$ cat config.mk
export PLATFORM = sky130hd
export DESIGN_NAME = char_modular_exponentiation_core
export DESIGN_NICKNAME = d
export VERILOG_FILES = /design/src/rtl/cme_pkg.sv /design/src/rtl/char_modular_exponentiation_core.sv
export SDC_FILE = /design/constraint.sdc
export NUM_CORES = 1
export LEC_CHECK = 0
export BUFFER_PORTS_ARGS = -buffer_cell sky130_fd_sc_hd__buf_2
export CAP_MARGIN = 20
export CORE_MARGIN = 2
export CORE_UTILIZATION = 60
export CTS_CLUSTER_DIAMETER = 50
export CTS_CLUSTER_SIZE = 8
export DETAILED_ROUTE_END_ITERATION = 10
export GPL_TIMING_DRIVEN = 0
export HOLD_SLACK_MARGIN = 0.15
export PLACE_DENSITY = 0.81
export RECOVER_POWER = 100
export SYNTH_ARGS = -nofsm -noshare
export SYNTH_HDL_FRONTEND = slang
export SYNTH_SLANG_ARGS = --single-unit
export TNS_END_PERCENT = 1
$ cat constraint.sdc
create_clock -name clk_i -period 13.89 [get_ports clk_i]
set_input_delay 3.4725 -clock clk_i [delete_from_list [all_inputs] [get_ports clk_i]]
set_output_delay 3.4725 -clock clk_i [all_outputs]
set_load 0.1 [all_outputs]
$ cat src/rtl/cme_pkg.sv
// ----------------------------------------------------------------------------
// cme_pkg: shared definitions for the character modular exponentiation core
// Widths, register indexes, controller states and the modular add helper.
// ----------------------------------------------------------------------------
package cme_pkg;

  // Field and register widths.
  localparam int MODULUS_BITS  = 31;
  localparam int EXPONENT_BITS = 16;
  localparam int CHAR_BITS     = 8;

  // Configuration port geometry.
  localparam int CFG_IDX_W  = 2;
  localparam int CFG_DATA_W = (MODULUS_BITS > EXPONENT_BITS) ? MODULUS_BITS : EXPONENT_BITS;

  // Cycle counter covers both the byte reduction and one multiply pass.
  localparam int CNT_W = $clog2(MODULUS_BITS);

  // Register indexes.
  localparam logic [CFG_IDX_W-1:0] REG_EXPONENT = CFG_IDX_W'(0);
  localparam logic [CFG_IDX_W-1:0] REG_MODULUS  = CFG_IDX_W'(1);

  typedef logic [MODULUS_BITS-1:0] mod_t;

  // Controller states.
  typedef enum logic [2:0] {
    ST_IDLE,
    ST_REDUCE,
    ST_LOAD,
    ST_MUL,
    ST_DONE
  } state_e;

  // (a + b) mod n for a, b < n.
  function automatic mod_t add_mod(input mod_t a, input mod_t b, input mod_t n);
    logic [MODULUS_BITS:0] s;
    s = {1'b0, a} + {1'b0, b};
    if (s >= {1'b0, n}) begin
      s = s - {1'b0, n};
    end
    return s[MODULUS_BITS-1:0];
  endfunction

endpackage

$ cat src/rtl/char_modular_exponentiation_core.sv
// ----------------------------------------------------------------------------
// char_modular_exponentiation_core: per-character modular exponentiation
// Raises an 8-bit character code to a configured exponent modulo a
// configured modulus, using bit-serial square-and-multiply.
// ----------------------------------------------------------------------------
// Usage:
//   Write the exponent (index 0) and the modulus (index 1) through cfg_we_i,
//   cfg_index_i and cfg_data_i while the core is idle. A zero modulus acts
//   as one. An item is accepted on a rising edge with start_i high and
//   busy_o low; busy_o stays high until the result has been shown.
//   The result appears on cipher_value_o for exactly one cycle with done_o
//   high; the receiver must take it then, it cannot stall the core.
// Operation:
//   The byte is first reduced modulo n, one bit per cycle. Then for each
//   exponent bit up to the highest set one, a load step and a shift-and-add
//   pass over all MODULUS_BITS multiplier bits run, doing the multiply
//   and the square side by side from one shared multiplier shift register.
//   One item at a time.
// Reset:
//   rst_ni clears the controller to idle, the exponent to 0, the modulus to 1.
// ----------------------------------------------------------------------------
module char_modular_exponentiation_core
  import cme_pkg::*;
(
  input  logic                     clk_i,
  input  logic                     rst_ni,
  input  logic                     start_i,
  input  logic [CHAR_BITS-1:0]     char_code_i,
  output logic                     busy_o,
  output logic                     done_o,
  output logic [MODULUS_BITS-1:0]  cipher_value_o,
  input  logic                     cfg_we_i,
  input  logic [CFG_IDX_W-1:0]     cfg_index_i,
  input  logic [CFG_DATA_W-1:0]    cfg_data_i
);

  state_e state_q, state_d;

  logic [EXPONENT_BITS-1:0] exponent_q;
  mod_t                     modulus_q;
  mod_t                     n_eff;

  logic [CNT_W-1:0]         cnt_q;
  logic [CHAR_BITS-1:0]     char_q;
  logic [EXPONENT_BITS-1:0] exp_sh_q;

  mod_t result_q, sq_q;
  mod_t res_acc_q, res_x_q, sq_acc_q, sq_x_q, b_sh_q;
  mod_t res_acc_d, res_x_d, sq_acc_d, sq_x_d;
  mod_t red_d;
  logic [MODULUS_BITS:0] red_t;

  logic accept;
  logic red_last, mul_last;

  assign accept   = start_i && (state_q == ST_IDLE);
  assign red_last = (cnt_q == CNT_W'(CHAR_BITS - 1));
  assign mul_last = (cnt_q == CNT_W'(MODULUS_BITS - 1));

  // A zero modulus behaves as one.
  assign n_eff = (modulus_q == '0) ? mod_t'(1) : modulus_q;

  // Configuration registers; indexes beyond the list are ignored.
  always_ff @(posedge clk_i or negedge rst_ni) begin
    if (!rst_ni) begin
      exponent_q <= '0;
      modulus_q  <= mod_t'(1);
    end else if (cfg_we_i) begin
      case (cfg_index_i)
        REG_EXPONENT: exponent_q <= cfg_data_i[EXPONENT_BITS-1:0];
        REG_MODULUS:  modulus_q  <= cfg_data_i[MODULUS_BITS-1:0];
        default:      ;
      endcase
    end
  end

  // Byte reduction step: shift in the next character bit, subtract n once.
  always_comb begin
    red_t = {sq_q, char_q[CHAR_BITS-1]};
    if (red_t >= {1'b0, n_eff}) begin
      red_t = red_t - {1'b0, n_eff};
    end
    red_d = red_t[MODULUS_BITS-1:0];
  end

  // One shift-and-add step for both products, driven by one multiplier bit.
  always_comb begin
    res_acc_d = b_sh_q[0] ? add_mod(res_acc_q, res_x_q, n_eff) : res_acc_q;
    sq_acc_d  = b_sh_q[0] ? add_mod(sq_acc_q, sq_x_q, n_eff) : sq_acc_q;
    res_x_d   = add_mod(res_x_q, res_x_q, n_eff);
    sq_x_d    = add_mod(sq_x_q, sq_x_q, n_eff);
  end

  // Next state.
  always_comb begin
    state_d = state_q;
    case (state_q)
      ST_IDLE:   if (accept) state_d = ST_REDUCE;
      ST_REDUCE: if (red_last) state_d = ST_LOAD;
      ST_LOAD:   state_d = (exp_sh_q == '0) ? ST_DONE : ST_MUL;
      ST_MUL:    if (mul_last) state_d = ST_LOAD;
      ST_DONE:   state_d = ST_IDLE;
      default:   state_d = ST_IDLE;
    endcase
  end

  // Outputs.
  always_comb begin
    busy_o = 1'b1;
    done_o = 1'b0;
    case (state_q)
      ST_IDLE: busy_o = 1'b0;
      ST_DONE: done_o = 1'b1;
      default: ;
    endcase
  end

  assign cipher_value_o = result_q;

  // Controller registers.
  always_ff @(posedge clk_i or negedge rst_ni) begin
    if (!rst_ni) begin
      state_q <= ST_IDLE;
      cnt_q   <= '0;
    end else begin
      state_q <= state_d;
      case (state_q)
        ST_REDUCE: cnt_q <= red_last ? '0 : cnt_q + CNT_W'(1);
        ST_MUL:    cnt_q <= mul_last ? '0 : cnt_q + CNT_W'(1);
        default:   cnt_q <= '0;
      endcase
    end
  end

  // Datapath registers.
  always_ff @(posedge clk_i) begin
    case (state_q)
      ST_IDLE: begin
        if (accept) begin
          char_q   <= char_code_i;
          exp_sh_q <= exponent_q;
          sq_q     <= '0;
        end
      end
      ST_REDUCE: begin
        sq_q   <= red_d;
        char_q <= {char_q[CHAR_BITS-2:0], 1'b0};
        // 1 mod n is zero only when n is one.
        if (red_last) begin
          result_q <= (n_eff == mod_t'(1)) ? '0 : mod_t'(1);
        end
      end
      ST_LOAD: begin
        res_acc_q <= '0;
        sq_acc_q  <= '0;
        res_x_q   <= result_q;
        sq_x_q    <= sq_q;
        b_sh_q    <= sq_q;
      end
      ST_MUL: begin
        res_acc_q <= res_acc_d;
        sq_acc_q  <= sq_acc_d;
        res_x_q   <= res_x_d;
        sq_x_q    <= sq_x_d;
        b_sh_q    <= {1'b0, b_sh_q[MODULUS_BITS-1:1]};
        // End of a pass: take the product if this exponent bit is set.
        if (mul_last) begin
          if (exp_sh_q[0]) begin
            result_q <= res_acc_d;
          end
          sq_q     <= sq_acc_d;
          exp_sh_q <= {1'b0, exp_sh_q[EXPONENT_BITS-1:1]};
        end
      end
      default: ;
    endcase
  end

endmodule
Word level (Yosys, flattened, before mapping)
Index checks and enable logic that the tools add are counted.
{ "word_totals": {"mem_bits_rw": 0, "output_inout_bits": 33, "wordCells": 93, "latch_bits": 0, "mem_count": 0, "rom_bits": 0, "register_bits": 296} }
{ "classes": {"mul": 0, "muxes": 36, "reduce_logical": 17, "shift": 0, "eq_ne": 12, "div": 0, "bitwise": 0, "addsub": 10, "magnitude_cmp": 5} }
{ "op_table": {"columns": ["cell", "n"], "rows": [
  ["$mux W31", 13],
  ["$pmux W31 S2", 6],
  ["$ge A32 B31 Y1", 5],
  ["$sub A31 B31 Y31", 5],
  ["$add A31 B31 Y32", 4],
  ["$pmux W31 S3", 1],
  ["$mux W16", 2],
  ["$pmux W16 S2", 1],
  ["$eq A31 B1 Y1 const B", 1],
  ["$logic_not A31 Y1", 1],
  ["$logic_not A16 Y1", 1],
  ["$pmux W8 S2", 1],
  ["$mux W3", 4],
  ["$pmux W3 S4", 1],
  ["$mux W5", 2],
  ["$pmux W5 S2", 1],
  ["$reduce_and A3 Y1", 3],
  ["$mux W8", 1],
  ["$ne A2 B2 Y1 const B", 4],
  ["$reduce_bool A2 Y1", 4],
  ["$eq A3 B2 Y1 const B", 2],
  ["$reduce_and A2 Y1", 3],
  ["$add A5 B1 Y5 const B", 1],
  ["$eq A5 B3 Y1 const B", 1],
  ["10 further kinds", 12]
]} }

Depth between registers and ports, before layout
Gate-level depths: netlist of the first run.
{ "logic_depth": {"word_depth": 8, "depth_mapped": 27, "ltp_nobuf": 24} }

Least setup slack after synthesis of the first run
OpenSTA, ideal clock, no wires.
{ "synth_timing": {"kind": "register to register", "startpoint": "register state_q[1]", "endpoint": "register result_q[0] (netlist: cipher_value_o[0]), enable pin", "t_required_ps": 13269, "stages_incl_launch_ff": 6, "setup_ps": 621, "setup_slack_ps": 3905, "arrival_ps": 9363, "cell_sequence": "dfrtp_1 -> inv_1 -> nor2_1 -> nand2_1 -> nor2_1 -> a2111oi_0"} }
{ "synth_via": {"elab_chain_len": 3, "word_cells_on_any_way": 7, "cone_classes": "eq/ne: 5; reduce/logical: 2"} }
{ "synth_lines": {"columns": ["item", "line", "source"], "rows": [
  ["start, declared", "char_modular_exponentiation_core.sv:37", "state_e state_q, state_d;"],
  ["start signal, assigned", "char_modular_exponentiation_core.sv:126", "state_q <= state_d;"],
  ["$eq A3 B2 Y1 / $eq A3 B1 Y1 (equally long branches)", "char_modular_exponentiation_core.sv:137", "case (state_q)"],
  ["$ne A2 B2 Y1 (no line) / $reduce_bool A2 Y1 (equally long branches)", null, null],
  ["$reduce_and A4 Y1 (no line) (*)", null, null],
  ["end signal, assigned", "char_modular_exponentiation_core.sv:150", "result_q <= (n_eff == mod_t'(1)) ? '0 : mod_t'(1);"],
  ["end signal, assigned", "char_modular_exponentiation_core.sv:169", "result_q <= res_acc_d;"],
  ["end, declared", "char_modular_exponentiation_core.sv:47", "mod_t result_q, sq_q;"]
]} }
Mark *: on every way between the ends. The rest lies on a longest branch, timed or not.
A chain may end at the register's enable or synchronous reset.

Final worst setup path of the first run
{ "layout_timing": {"startpoint": "register sq_x_q[0]", "endpoint": "register sq_q[25] (data pin)"} }
{ "layout_via": {"elab_chain_len": 6, "word_cells_on_any_way": 7, "cone_classes": "add/sub: 2; order compare: 1; mux: 4"} }
{ "layout_lines": {"columns": ["item", "line", "source"], "rows": [
  ["start, declared", "char_modular_exponentiation_core.sv:48", "mod_t res_acc_q, res_x_q, sq_acc_q, sq_x_q, b_sh_q;"],
  ["start signal, assigned", "char_modular_exponentiation_core.sv:157", "sq_x_q <= sq_q;"],
  ["start signal, assigned", "char_modular_exponentiation_core.sv:164", "sq_x_q <= sq_x_d;"],
  ["$add A31 B31 Y32 (*)", "cme_pkg.sv:37", "s = {1'b0, a} + {1'b0, b};"],
  ["$sub A31 B31 Y31 / $ge A32 B31 Y1 (equally long branches)", "cme_pkg.sv:39, cme_pkg.sv:38", null],
  ["$mux W31 (*)", "cme_pkg.sv:38", "if (s >= {1'b0, n}) begin"],
  ["$mux W31 (*)", "char_modular_exponentiation_core.sv:89", "sq_acc_d = b_sh_q[0] ? add_mod(sq_acc_q, sq_x_q, n_eff) : sq_acc_q;"],
  ["$mux W31 (*)", "char_modular_exponentiation_core.sv:167", "if (mul_last) begin"],
  ["$pmux W31 S3 (*)", "char_modular_exponentiation_core.sv:137", null],
  ["end signal, assigned", "char_modular_exponentiation_core.sv:146", "sq_q <= red_d;"],
  ["end signal, assigned", "char_modular_exponentiation_core.sv:171", "sq_q <= sq_acc_d;"],
  ["end, declared", "char_modular_exponentiation_core.sv:47", null]
]} }
Mark *: on every way between the ends. The rest lies on a longest branch, timed or not. The select of a mux whose other input is x is not followed.

==> results.toml, run 1 <==
[outcome]
run_status = "complete, but fails checks"
violations = "capacitance limit, slew limit"

[die]
dieArea_sq_um = 42100
floorplan.initialDensity = 0.610
core_sq_um = 39800
pin_count = 78
die_w_microns = 205
die_h_microns = 205
row_count = 73

[critical_path]
r2r_cells = 25
crit_path_end_kind = "register"
critPathMaxStageDelay_ps = 1050
critPathLaunchType = "register"
crit_required_ps = 14160
r2r_start = "sq_x_q[0]"
crit_path_start = "sq_x_q[0]"
rrSetupSlack_ps = 3820
crit_end = "sq_q[25]"
crit_top_cell = "clkbuf_1"
path_buf_inv = 4
reg2reg_to = "sq_q[25]"
worstPathArrival_ps = 10340
crit_type = "register to register"
cp_top_family = "compound AO/OA/AOI/OAI gates"
slowest_stage = "a2111oi_0"
cp.depth = 25
critPathMaxFanout = 10

[sta]
drv_slew = 212
finalSetupViolations = 0
final.min_clock_period_ps = 10070
final_hold_viol_count = 0
final.setup.tns_ps = 0
worst_slew_margin_rel = -0.761
clock_skew_ps = 30.2
finalCritPeriodShare = 0.725
fmax_mhz = 99.3
rsz0062_at_grt = "no"
holdWs_ps = 502
worstMarginPinSlew_ps = 2580

[hold_path]
hp-class = "register to register"

[clocking]
cts_buffers = 49
holdBufCountCts = 0
path_clk_slew_ps = 50
cts_tree = "built"
clock-root-buffer = "clkbuf_16"
cts-htree-levels = 2
cts.sink_count = 296
clk_latency_ps = 600
ctsResizeCount = 0
clk_path_buf_depth = 3
post_cts_buffers = 0

[synthesis]
synth_cell_types = 94
ys_seq_elements = 296
synth_seq_area_share = 0.355
syn_nets = 2948
synth-main-ff-cell = "edfxtp_1"
synth_top_area_cell = "edfxtp_1"
synth_top_area_frac = 0.298
syn-instance-count = 2678
synthesis.area_sq_um = 24300
async_reset_ff_frac = 0.186
yosys_warnings = 0
yosys-top-cells-area = "edfxtp_1 30%, ha_1 11%, dfrtp_1 5.6%"
synth-edff-count = 241
synth_area_per_cell_sq_um = 9.07

[global_route]
grt_antenna_before_repair = 2
overflow = 0
grtUsageTotal = 0.408
grt_max_degree = 38
grt_pass1_vias = 21354
grt_pass1_wl_mm = 128

[drt]
wirelength_mm = 86.4
drcViolationCount = 0
drt-pass1-iter-count = 6
drtAntennaViolNets = 0
viasPerCell = 6.82
wl_per_cell_microns = 25.5
dr_total_vias = 23038
drt_iter0_drc = 2945

[placement]
dp.cells = 3292
port_buffers = 77
dp_hpwl_mm = 65.3
placed_cell_area_sq_um = 25500
gp_congestion = 1.01

[layout]
layout-drive-gt1-share = 0.0669
synthToLayoutAreaGrowth_pct = 10.0
fin_area_sq_um = 26700
nets = 3090
fin_cells = 3380

[job]
maxCapViolCount = 9
## layout by cell type (no fill, tap or decap), types with 98 or more instances in the layout
cell	Yosys	final
clkbuf_1	65	152
nor2_1	222	224
o21ai_0	151	161
nand2_1	340	340
xnor2_1	107	107
inv_1	98	98
a21o_1	113	113
a21oi_1	230	230
edfxtp_1	241	241
ha_1	218	218
## through the flow
stage | utilization | setup slack [ps]
2_1_floorplan | - | 3910
3_3_place_gp | 0.636 | -3620
3_5_place_dp | 0.641 | 6010
4_1_cts | 0.679 | 5920
5_1_grt | 0.671 | 3900
6_report | 0.671 | 3820
## synthesized netlist by cell type (7+ instances only)
master     instances
o211ai_1          29
nor3_1            49
nand2_1          340
nand3_1           53
a21o_1           113
o2111ai_1          7
nand4_1           25
clkbuf_1          65
o31a_1             7
or2_2             15
nor2_1           222
o21bai_1          45
o21a_1            32
nor4_1            21
mux2_2            51
a311oi_1          15
or4_1              7
o31ai_1           11
inv_1             98
xnor2_1          107
edfxtp_1         241
and2_1            19
mux2i_1           45
xor2_1            74
nor2b_1           16
fa_1               7
o21ai_0          151
and3_1            15
a2111oi_0          7
o21ai_1           13
buf_6              7
a21oi_1          230
buf_2              7
ha_1             218
a211oi_1          44
or3_1             18
nand2b_1          27
dfrtp_1           54
a31oi_1           44
o22ai_1            9
## cell families (layout without fill, tap and decap cells)
kind of cell	count (synthesis)	count (layout)	share of synthesized area
xor gates and xnor gates	183	183	0.0669
muxes	96	96	0.0422
and+or+nand+nor	860	860	0.162
buffers and inverters	189	365	0.0325
DFF	296	296	0.355
AOI/OAI and AO/OA	827	827	0.223
other	0	1	0
adders and majority gates	227	227	0.119
## state kept, by name (all words and copies together), names as in the netlist
name and flops:
exponent_q 16, modulus_q 31, sq_x_q 31, sq_q 31
res_x_q 31, sq_acc_q 31, b_sh_q 31, cnt_q 5
state_q 3, res_acc_q 31, char_q 8, exp_sh_q 16
cipher_value_o 31
## area by class of cell
cell class,instances,area [sq um]
Multi-Input combinational cell,2193,14800
Fill cell,3362,13100
Sequential cell,296,8610
Clock buffer,70,1370
Tap cell,525,657
Timing Repair Buffer,91,402
Inverter,99,372
Buffer,90,344
Clock inverter,15,134
Antenna cell,1,2.50
## routing by layer
metal / share of wire / track usage
met1: 0.40 / 0.557
met2: 0.41 / 0.595
met3: 0.13 / 0.114
met4: 0.058 / 0.202
met5: 0 / 0
## worst min-delay path by stage
stage                     from          to  slack, ps  cells after the start
floorplan             cnt_q[0]    cnt_q[0]        450                      1
global placement      cnt_q[0]    cnt_q[0]        470                      1
detailed placement    cnt_q[0]    cnt_q[0]        490                      1
CTS                   cnt_q[0]    cnt_q[0]        500                      1
global route        b_sh_q[20]  b_sh_q[19]        530                      2
finish                cnt_q[0]    cnt_q[0]        500                      1
## worst reg2reg max path: stages, from the launching register on
cell and delay (ps):
edfxtp_1 520, ha_1 320, fa_1 430, a21o_1 180, a21oi_1 310, o21ai_0 230, a311oi_1 580, nor3b_1 220
a221o_1 390, and4b_1 190, a311oi_1 470, inv_1 90, ha_1 300, clkbuf_1 190, nand2_1 130, nor2_1 130
nand2b_1 250, nor3_1 160, a2111oi_0 1050, o221ai_1 530, nor2_1 630, clkbuf_1 800, clkbuf_1 800, a31oi_1 140
a211oi_1 550, o32ai_1 150
Power of run 1 is not shown: default switching activity piles up to over one toggle a cycle in this logic, so the estimate is an artifact.
==> run 2: changes to the inputs <==
- ABC_AREA: default -> 1
- CORE_UTILIZATION: 60 -> 58
- PLACE_DENSITY: 0.81 -> 0.82
- clock period: 13.89 -> 9.2 ns (I/O delays scaled with it)
==> run 2 against run 1 <==
Net effect: the flow still finishes with violations (capacitance limit, slew limit); worst hold slack got worse by 20 ps; non-clock buffer count increased by 1; synthesized cell count increased by 27%; critical endpoint is now cipher_value_o[30].
==> results.toml, run 2 <==
[synthesis]
syn-instance-count = 3413
post_synth_fa_ha_maj_area_fraction = 0.114
synth-main-ff-cell = "edfxtp_1"
async_reset_ff_frac = 0.186
post-synth-top-count-cell = "nand2_1"
yosys_warnings = 0
synth_mux_area_frac = 0
synth_area_per_cell_sq_um = 7.35
synth_seq_area_share = 0.344
synth-compound-area-share = 0.156
synth_top_family_by_area = "simple AND/OR/NAND/NOR gates"
synthesis.area_sq_um = 25100
synth-edff-count = 241
synth-simple-area-share = 0.257
synth_top_area_cell = "edfxtp_1"
ys_seq_elements = 296
synth_top_area_frac = 0.289
synth_xor_area_frac = 0.0569
synth_cell_types = 54
yosys-top-cells-count = "946 x nand2_1, 382 x inv_1, 338 x a21oi_1, 249 x nor2_1, 241 x edfxtp_1"
yosys-top-cells-area = "edfxtp_1 29%, nand2_1 14%, ha_1 11%"
syn_nets = 3683

[clocking]
cts-htree-levels = 2
cts.sink_count = 296
post_cts_buffers = 0
clk_path_buf_depth = 3
cts_tree = "built"
path_clk_slew_ps = 50
cts_buffers = 51
clk_latency_ps = 600
clock-root-buffer = "clkbuf_16"
holdBufCountCts = 0
ctsResizeCount = 0

[global_route]
grt_max_degree = 37
grtUsageTotal = 0.397
grt_pass1_wl_mm = 134
overflow = 0
grt_antenna_before_repair = 4
grt_pass1_vias = 23100

[drt]
drt-pass1-iter-count = 6
drtAntennaViolNets = 0
viasPerCell = 6.00
wl_per_cell_microns = 21.2
drcViolationCount = 0
drt_iter0_drc = 3267
wirelength_mm = 88.9
dr_total_vias = 25099

[job]
maxCapViolCount = 9

[critical_path]
critPathLaunchType = "register"
critPathMaxFanout = 10
crit_top_cell = "nand2_1"
r2r_cells = 26
r2r_start = "res_x_q[0]"
rrSetupSlack_ps = 2190
cp_top_family = "compound AO/OA/AOI/OAI gates"
critPathMaxStageDelay_ps = 770
path_buf_inv = 5
crit_required_ps = 9500
slowest_stage = "o21ai_0"
crit_type = "register to register"
worstPathArrival_ps = 7320
crit_path_end_kind = "register"
cp.depth = 26
reg2reg_to = "cipher_value_o[30]"

[hold_path]
min_to = "modulus_q[6]"
worstHoldStart = "modulus_q[6]"
hold_depth = 2
hp-class = "register to register"

[layout]
fin_area_sq_um = 27800
layout-drive-gt1-share = 0.0411
synthToLayoutAreaGrowth_pct = 10.9
nets = 3828
fillCellCount = 3965
final_common_cell = "nand2_1"
layout_common_cells = "946 x nand2_1, 383 x inv_1, 338 x a21oi_1"

[sta]
worst_slew_margin_rel = -0.836
final_hold_viol_count = 0
clock_skew_ps = 30.1
drv_slew = 205
final.min_clock_period_ps = 7010
rsz0062_at_grt = "no"
worstMarginPinSlew_ps = 2740
fmax_mhz = 143
finalSetupViolations = 0
finalCritPeriodShare = 0.762

[die]
die_w_microns = 212
die_h_microns = 212
row_count = 76
floorplan.initialDensity = 0.585
core_sq_um = 42900
pin_count = 78
dieArea_sq_um = 44900

[placement]
placed_cell_area_sq_um = 26400
gp_congestion = 0.999
port_buffers = 77
dp_hpwl_mm = 71.6

[outcome]
run_status = "complete, but fails checks"
violations = "capacitance limit, slew limit"
-- run 2: per-layer routing --
metal | global-route usage | part of all wire
met1 | 0.571 | 0.44
met2 | 0.566 | 0.40
met3 | 0.0945 | 0.11
met4 | 0.176 | 0.051
met5 | 0 | 0.00015
-- run 2: worst max path at each step --
stage	slack, ps	startpoint	endpoint
3_3_place_gp	-1730	state_q[1]	res_acc_q[25]
6_report	2190	res_x_q[0]	cipher_value_o[30]
5_1_grt	1790	res_x_q[0]	cipher_value_o[30]
2_1_floorplan	1640	state_q[1]	b_sh_q[0]
3_5_place_dp	2540	res_x_q[0]	res_acc_q[30]
4_1_cts	2500	res_x_q[0]	cipher_value_o[30]
-- run 2: area by class of cell --
class / instances / area, sq um / share of cell area
Timing Repair Buffer: 92 / 427 / 0.0153
Clock inverter: 15 / 134 / 0.00481
Tap cell: 585 / 732 / 0.0263
Clock buffer: 77 / 1470 / 0.0528
Buffer: 90 / 357 / 0.0128
Multi-Input combinational cell: 2644 / 14600 / 0.526
Antenna cell: 1 / 2.50 / 0.0000900
Sequential cell: 296 / 8610 / 0.310
Inverter: 383 / 1440 / 0.0517
-- run 2: tightest hold or removal path, delay by kind of cell (launching register included) --
kind,cells,cell delay (ps)
AOI/OAI and AO/OA,1,60
and+or+nand+nor,1,50
DFF,1,340
-- run 2: kinds of logic after synthesis --
logic type | Yosys count
and+or+nand+nor | 1546
adders and majority gates | 225
AOI/OAI and AO/OA | 710
DFF | 296
xor gates and xnor gates | 163
buffers and inverters | 473
-- run 2: stage by stage --
stage,hold WS (ps),std cells,util,setup TNS [ps],setup WS [ps]
3_5_place_dp,473,4087,0.617,0,2540
2_1_floorplan,451,3413,-,0,1640
6_report,482,4183,0.648,0,2190
4_1_cts,485,4179,0.654,0,2500
3_3_place_gp,466,4075,0.611,-264720,-1730
5_1_grt,505,4182,0.648,0,1790
Power of run 2 is left out for the same reason.
